--- config.mk ---
export PLATFORM = sky130hd
export DESIGN_NAME = hka_queue
export DESIGN_NICKNAME = d
export VERILOG_FILES = /design/src/rtl/hka_pkg.sv /design/src/rtl/hka_queue.sv
export SDC_FILE = /design/constraint.sdc
export NUM_CORES = 1
export LEC_CHECK = 0
export ABC_AREA = 1
export BUFFER_PORTS_ARGS = -buffer_cell sky130_fd_sc_hd__buf_4
export CORE_MARGIN = 5
export CORE_UTILIZATION = 29
export DETAILED_ROUTE_END_ITERATION = 8
export PLACE_DENSITY = 0.53
export SETUP_SLACK_MARGIN = 0.02
export SLEW_MARGIN = 40
export SYNTH_ARGS = -nofsm -noshare
export SYNTH_HDL_FRONTEND = slang
export SYNTH_SLANG_ARGS = --single-unit
--- constraint.sdc ---
create_clock -name clk -period 14.04 [get_ports clk]
set_input_delay 0 -clock clk [delete_from_list [all_inputs] [get_ports clk]]
set_output_delay 0 -clock clk [all_outputs]
set_load 0.02 [all_outputs]
--- src/rtl/hka_pkg.sv ---
// Package for the HKA locus chi-square block: word types, fixed-point constants,
// and the harmonic and inverse-square sum tables. No dependencies.
package hka_pkg;

	localparam int MAX_SAMPLES = 256;
	localparam int FRAC_BITS   = 16;
	localparam int IDX_W       = $clog2(MAX_SAMPLES);
	localparam int QDEPTH      = 2;
	localparam int QPTR_W      = $clog2(QDEPTH);

	localparam logic [63:0] CAP = (64'd1 << 62) - 64'd1;
	localparam logic [47:0] M48 = '1;
	localparam logic [63:0] ONE24 = 64'd1 << 24;

	localparam logic [1:0] REG_T_HAT = 2'd0;
	localparam logic [1:0] REG_F_HAT = 2'd1;
	localparam logic [1:0] REG_TWO   = 2'd2;

	typedef logic [31:0] rom_t [MAX_SAMPLES];

	typedef struct packed {
		logic [31:0] theta;
		logic [19:0] locus_length;
		logic [8:0]  samples_a;
		logic [8:0]  samples_b;
		logic [19:0] seg_sites_a;
		logic [19:0] seg_sites_b;
		logic [31:0] divergence;
		logic        last_locus;
	} item_t;

	typedef struct packed {
		logic [47:0] chi_locus;
		logic [47:0] expected_sa;
		logic [47:0] expected_d;
		logic [47:0] chi_total;
		logic        invalid;
		logic        last_out;
	} result_t;

	typedef struct packed {
		logic [31:0] theta;
		logic [19:0] locus_length;
		logic [31:0] harm_a;
		logic [31:0] isq_a;
		logic [31:0] harm_b;
		logic [31:0] isq_b;
		logic [19:0] seg_sites_a;
		logic [19:0] seg_sites_b;
		logic [31:0] divergence;
		logic        last_locus;
	} entry_t;

	typedef struct packed {
		logic [31:0] t_hat;
		logic [31:0] f_hat;
		logic        two_species;
	} cfg_t;

	// rounded num/den by shift-subtract, elaboration use only
	function automatic logic [63:0] div_round(input logic [63:0] num, input logic [63:0] den);
		logic [63:0] rem;
		logic [63:0] q;
		logic [63:0] n;
		int i;
		n = num + (den >> 1);
		rem = '0;
		q = '0;
		for (i = 63; i >= 0; i--) begin
			rem = {rem[62:0], n[i]};
			q = {q[62:0], 1'b0};
			if (rem >= den) begin
				rem = rem - den;
				q[0] = 1'b1;
			end
		end
		return q;
	endfunction

	function automatic rom_t gen_rom(input logic squared);
		rom_t r;
		logic [63:0] k;
		logic [63:0] d;
		int i;
		r[0] = '0;
		for (i = 1; i < MAX_SAMPLES; i++) begin
			k = 64'(i);
			d = squared ? k * k : k;
			r[i] = r[i-1] + 32'(div_round(64'd1 << 28, d));
		end
		return r;
	endfunction

	localparam rom_t HARM_ROM = gen_rom(1'b0);
	localparam rom_t ISQ_ROM  = gen_rom(1'b1);

	function automatic logic [IDX_W-1:0] table_index(input logic [8:0] n);
		logic [IDX_W-1:0] r;
		if (32'(n) > MAX_SAMPLES)
			r = IDX_W'(MAX_SAMPLES - 1);
		else if (n == '0)
			r = '0;
		else
			r = IDX_W'(n - 9'd1);
		return r;
	endfunction

	function automatic logic [63:0] add_sat(input logic [63:0] a, input logic [63:0] b);
		logic [64:0] s;
		s = {1'b0, a} + {1'b0, b};
		return (s > {1'b0, CAP}) ? CAP : s[63:0];
	endfunction

endpackage

--- src/rtl/hka_queue.sv ---
// Short queue between front and back parts.
// Depends on hka_pkg.
module hka_queue (
	input  logic            clk,
	input  logic            arst_n,
	input  logic            push,
	input  hka_pkg::entry_t wdata,
	output logic            full,
	input  logic            pop,
	output logic            empty,
	output hka_pkg::entry_t rdata
);

	hka_pkg::entry_t mem_q [hka_pkg::QDEPTH];
	logic [hka_pkg::QPTR_W-1:0] wp_q, rp_q;
	logic [hka_pkg::QPTR_W:0]   cnt_q;

	assign full  = (cnt_q == (hka_pkg::QPTR_W+1)'(hka_pkg::QDEPTH));
	assign empty = (cnt_q == '0);
	assign rdata = mem_q[rp_q];

	always_ff @(posedge clk) begin
		if (push)
			mem_q[wp_q] <= wdata;
	end

	always_ff @(posedge clk or negedge arst_n) begin
		if (!arst_n) begin
			wp_q  <= '0;
			rp_q  <= '0;
			cnt_q <= '0;
		end else begin
			if (push)
				wp_q <= wp_q + 1'b1;
			if (pop)
				rp_q <= rp_q + 1'b1;
			case ({push, pop})
				2'b10:   cnt_q <= cnt_q + 1'b1;
				2'b01:   cnt_q <= cnt_q - 1'b1;
				default: cnt_q <= cnt_q;
			endcase
		end
	end

endmodule

==> run_results.csv, run 1 <==
group,metric,value,unit
placed_design,dp_slack,11.12,ns
final_layout,synthToLayoutAreaGrowth,48.1,%
placed_design,numPortBuffers,511,
timing,min_period,3.56,ns
synthesis,ys_warn_count,0,
synthesis,ys_seq_elements,510,
clocking,numCtsBuffers,55,
timing,slew_viol_final,0,
global_routing,grt_antenna_before_repair,6,
worst_setup_path,cp_cell_sequence,"clkbuf_8 -> buf_12 -> buf_16 -> o21ai_0 -> buf_4",
synthesis,syn_inst,1345,
worst_setup_path,crit_path_end_kind,"output port",
power_and_ir_drop,ir_drop,0.100,mV
final_layout,final_cell_mix,"buf_4, edfxtp_1, inv_1, nand2_1, dlygate4sd3_1",
placed_design,gp_congestion,0.756,
clocking,clockBufferDepth,3,
worst_setup_path,slowest_stage,"dfrtp_4",
synthesis,yosys.area_share.simple,5.25,%
route,routed_wl,48.3,mm
die,core,64500,µm²
global_routing,grt_pass1_wl,72.3,mm
worst_setup_path,worstPathRequired,14.04,ns
die,die_x,265,µm
power_and_ir_drop,p_clk_share,25.0,%
synthesis,synth-compound-area-share,6.71,%
die,die_area,70200,µm²
power_and_ir_drop,leakage,11.6,nW
die,die_y,265,µm
timing,hold_violations,0,
power_and_ir_drop,switchingPower,1.94,mW
synthesis,synth_fa_ha_area_share,0.0663,%
placed_design,post-dp-hpwl,31.6,mm
final_layout,final-seq-area,15300,µm²
timing,rsz0062_at_grt,"no",
route,postRouteAntennaNets,0,
clocking,post_cts_buffers,0,
final_layout,multi_input_area,2300,µm²
power_and_ir_drop,combPwrFrac,36.5,%
route,drt_iter0_markers,685,
final_layout,nFillCells,5900,
synthesis,syn_nets,1603,
clocking,clock-sinks,510,
die,num_rows,93,
clocking,cts-root-buf,"clkbuf_16",
clocking,tritoncts,"done",
worst_setup_path,crit_fanout,158,
worst_setup_path,cpPeakStageDelay,0.86,ns
final_layout,nets,2382,
die,io_pins,512,
final_layout,drive_gt1_share,27.7,%
worst_setup_path,worstSetupPathType,"reg -> out",
clocking,clk_latency,0.58,ns
timing,post-route-period-util,25.3,%
synthesis,synth_xor_area_share,0.139,%
timing,fmax,0.281,GHz
worst_setup_path,arrival,3.56,ns
timing,relSlewSlack,42.8,%
status,outcome,"completed",
clocking,cts.clk_slew.worst_paths,0.06,ns
route,dr_total_vias,12387,
power_and_ir_drop,power_per_cell_area,196,nW/µm²
synthesis,seq_area_frac_synth,81.1,%
final_layout,final_common_cell,"buf_4",
global_routing,grt_use_total,13.0,%
global_routing,grt_pass1_vias,12662,
power_and_ir_drop,switching_share,35.5,%
synthesis,synth_mux_area_share,0,%
timing,tns,0,ns
timing,fin_ws,10.48,ns
synthesis,syn-cell-area,18900,µm²
power_and_ir_drop,p_seq_share,38.5,%
worst_hold_path,hp-class,"in -> reg",
global_routing,grt_remaining_overflow,0,
global_routing,grt_max_degree,221,
synthesis,avgSynthCellArea,14.0,µm²
timing,tightest_slew,0.858,ns
die,start_util,29.3,%
worst_setup_path,cp-start-kind,"register",
power_and_ir_drop,p_int,3.54,mW
run,drv_cap,0,
synthesis,ys_types,16,
route,wl_per_cell,16.0,µm
route,drc_errors,0,
route,drt_first_pass_iters,5,
timing,finalSetupViolations,0,
clocking,htreeDepth,2,
synthesis,synth_top_family_by_area,"buffers and inverters",
route,vias_per_cell,4.09,
timing,skew,0.00885,ns
worst max-delay path, delay by kind of cell (launching register included):
family | cells | cell delay (ns)
compound gates | 1 | 0.23
buf+inv | 4 | 1.62
flops | 1 | 0.86
area by class of cell:
cell class              count  area share [%]
repair buffers            778            23.4
diodes                      6          0.0538
flip-flops and latches    510            54.8
clock buffers              70            5.28
multi-input cells         520            8.25
well taps                 855            3.83
inverters                 259            3.53
clock inverters            30           0.838
synth_stat cells (all sizes together):
master | number | area (µm²)
buf | 32 | 206
clkbuf | 24 | 90.1
ha | 1 | 12.5
inv | 259 | 972
edfxtp | 506 | 15200
o21ai | 253 | 1270
nand4 | 1 | 6.26
nand2 | 258 | 968
nand3 | 1 | 5.00
nor2 | 3 | 11.3
xor2 | 2 | 17.5
xnor2 | 1 | 8.76
dfrtp | 4 | 100
per-layer routing:
layer	up-vias	track usage [%]	share of wire (%)	wire length, µm
met5	-	0	0	0
met4	0	4.53	3.0	1440
met3	95	3.72	7.4	3590
met2	393	22.6	51	24400
met1	5781	15.5	39	18800
li1	6118	-	-	-
power groups by stage:
stage | Sequential, mW | Combinational [mW] | Clock (mW)
4_1_cts | 2.12 | 2.03 | 1.43
3_5_place_dp | 2.15 | 1.96 | 0
3_3_place_gp | 2.14 | 1.95 | 0
5_1_grt | 2.14 | 2.16 | 1.49
6_report | 2.11 | 2.00 | 1.37
2_1_floorplan | 2.21 | 1.10 | 0
sequential cells by signal, indices dropped and copies added, names as in the netlist:
signal	cells
rp_q	1
wp_q	1
cnt_q	2
mem_q	506
metrics by stage:
step | total power, mW | std cells | hold slack (ns) | instance area [µm²] | utilization [%]
after CTS | 5.57 | 3021 | 0.0821 | 27900 | 43.2
after global routing | 5.79 | 3028 | 0.100 | 27900 | 43.3
after detailed placement | 4.11 | 2664 | -0.180 | 23600 | 36.6
after global placement | 4.09 | 2664 | -0.181 | 23600 | 36.6
final | 5.48 | 3028 | 0.141 | 27900 | 43.3
after floorplan | 3.31 | 1345 | -0.296 | 18900 | -
path summary, 6_finish.rpt:
check | start | end | slack (ns) | cells after the start
max | rp_q | rdata[76] | 10.48 | 5
min | wdata[46] | mem_q[1][46] | 0.14 | 2
max reg2reg | wp_q | mem_q[0][34] | 11.27 | 3
min reg2reg | cnt_q[1] | cnt_q[1] | 0.50 | 2
max in group asynchronous | arst_n | rp_q | 13.38 | 3
min in group asynchronous | arst_n | rp_q | 0.41 | 3
timing repair:
action	CTS	global route
endpoints found under the hold margin	528	0
resized for setup	0	0
hold buffers	257	0
cell families after synthesis:
group                    count (synthesis)
flip-flops                             510
buffers and inverters                  315
AND/OR/NAND/NOR                        263
AO/OA/AOI/OAI                          253
XOR/XNOR                                 3
adder cells (fa/ha/maj)                  1
(Power assumes the default switching activity.)
==> run 2, diff against run 1 <==
- PLACE_DENSITY: 0.53 -> 0.55
- clock period: 14.04 -> 3.2 ns (I/O delays scaled with it)
==> run 2 against run 1 <==
  * Sequential share of layout area decreased by 0.091 points
  * Clock power rose to 4.3 times the previous value
  * Cell count unchanged
  * Sequential power grew to 4.4 times the previous value
  * Final area is 0.17% higher
  * Highest routed layer is now met5
  * Non-clock buffer count increased by 4
  * Via count increased by 1.1%
  * First-iteration DRC count shrank 6.1%
==> run_results.csv, run 2 (same netlist as run 1, synthesis figures left out) <==
group,metric,value,unit
power_and_ir_drop,power_per_cell_area,861,nW/µm²
global_routing,grt_remaining_overflow,0,
clocking,htreeDepth,2,
timing,relSlewSlack,55.4,%
route,postRouteAntennaNets,0,
clocking,cts.clk_slew.worst_paths,0.06,ns
final_layout,stdcell_area,28000,µm²
clocking,numCtsBuffers,55,
route,drt_iter0_markers,643,
worst_setup_path,arrival,2.39,ns
status,outcome,"completed",
clocking,clock-sinks,510,
clocking,clockBufferDepth,3,
timing,skew,0.0145,ns
route,dr_total_vias,12529,
timing,min_period,2.39,ns
die,io_pins,512,
timing,tightest_slew,0.669,ns
placed_design,numPortBuffers,511,
placed_design,post-dp-hpwl,32.0,mm
global_routing,grt_max_degree,134,
final_layout,regMostFlops,"mem_q",
clocking,clk_latency,0.58,ns
final_layout,nFillCells,5788,
route,routed_wl,47.7,mm
worst_setup_path,cpPeakStageDelay,0.79,ns
worst_setup_path,worstSetupPathType,"reg -> out",
final_layout,drive_gt1_share,27.6,%
final_layout,reg.largest.list,"mem_q (506), cnt_q (2)",
worst_hold_path,hp-class,"in -> reg",
timing,slew_viol_final,0,
final_layout,fin_cells,3028,
placed_design,placed_area,23700,µm²
worst_setup_path,crit_fanout,133,
worst_setup_path,slowest_stage,"dfrtp_4",
route,vias_per_cell,4.14,
final_layout,final_common_cell,"buf_4",
timing,fmax,0.418,GHz
final_layout,largest_reg_flops,506,
route,wl_per_cell,15.8,µm
timing,hold_violations,0,
worst_setup_path,cp_cell_sequence,"buf_12 -> o21ai_0 -> buf_4",
final_layout,nets,2386,
global_routing,grt_pass1_vias,12900,
die,start_util,29.3,%
clocking,post_cts_buffers,0,
timing,rsz0062_at_grt,"no",
global_routing,grt_use_total,12.9,%
clocking,cts-root-buf,"clkbuf_16",
die,num_rows,93,
placed_design,gp_congestion,0.829,
power_and_ir_drop,ir_drop,0.572,mV
die,die_y,265,µm
timing,finalSetupViolations,0,
placed_design,dpl.cell_count,2669,
die,core,64500,µm²
die,die_area,70200,µm²
die,die_x,265,µm
worst_setup_path,worstPathRequired,3.20,ns
route,drt_first_pass_iters,5,
power_and_ir_drop,p_total,24.1,mW
worst_setup_path,cp-start-kind,"register",
run,drv_cap,0,
global_routing,grt_antenna_before_repair,5,
clocking,ctsResizeCount,0,
worst_setup_path,crit_path_end_kind,"output port",
clocking,tritoncts,"done",
route,drc_errors,0,
timing,post-route-period-util,74.8,%
power_and_ir_drop,leakage,11.6,nW
final_layout,synthToLayoutAreaGrowth,48.3,%
global_routing,grt_pass1_wl,72.4,mm
final_layout,final_cell_mix,"buf_4, edfxtp_1, inv_1, nand2_1, dlygate4sd3_1",
-- run 2: routing by layer --
| metal | global-route usage, % | vias up | share of wire, % |
|---|---|---|---|
| met2 | 23.0 | 360 | 51 |
| met4 | 4.18 | 2 | 2.9 |
| met5 | 0 | - | 0.027 |
| met3 | 4.59 | 96 | 8.4 |
| met1 | 14.6 | 5948 | 38 |
| li1 | - | 6123 | - |
-- run 2: cell type report --
class	instances	area, µm²	share of cell area [%]
well taps	855	1070	3.83
repair buffers	782	6630	23.7
diodes	4	10.0	0.0358
flip-flops and latches	510	15300	54.7
inverters	259	976	3.49
clock inverters	25	195	0.698
multi-input cells	520	2310	8.24
clock buffers	73	1490	5.31
-- run 2: critical path, delay by kind of cell (launching register included) --
family | cells | cell delay, ns
AO/OA/AOI/OAI | 1 | 0.27
buffers and inverters | 2 | 0.65
flip-flops | 1 | 0.79
-- run 2: final timing paths --
check / depth (start not counted) / slack, ns / start / endpoint
setup / recovery: 3 / 0.81 / rp_q / rdata[173]
hold / removal: 2 / 0.14 / wdata[42] / mem_q[1][42]
setup reg to reg: 3 / 1.52 / wp_q / mem_q[1][35]
hold reg to reg: 2 / 0.53 / cnt_q[1] / cnt_q[1]
max in group asynchronous: 3 / 2.64 / arst_n / rp_q
min in group asynchronous: 3 / 0.34 / arst_n / wp_q
-- run 2: stage by stage --
stage | utilization (%) | hold WS (ns) | setup slack (ns) | setup TNS, ns
floorplan | - | -0.296 | -1.47 | -726.27
global placement | 36.8 | -0.198 | 1.34 | 0
detailed placement | 36.8 | -0.197 | 1.32 | 0
CTS | 43.4 | 0.0849 | 0.661 | 0
global route | 43.4 | 0.105 | 0.569 | 0
finish | 43.4 | 0.141 | 0.808 | 0
-- run 2: repair_timing --
item,in CTS,in global routing
setup endpoints to repair,0,0
hold endpoints to repair,516,0
hold buffers,257,0
-- run 2: report_power, final --
group / internal (mW) / switching (mW) / leakage (nW)
registers: 8.86 / 0.379 / 4.80
clock network: 3.48 / 2.47 / 0.818
logic: 3.23 / 5.66 / 5.97
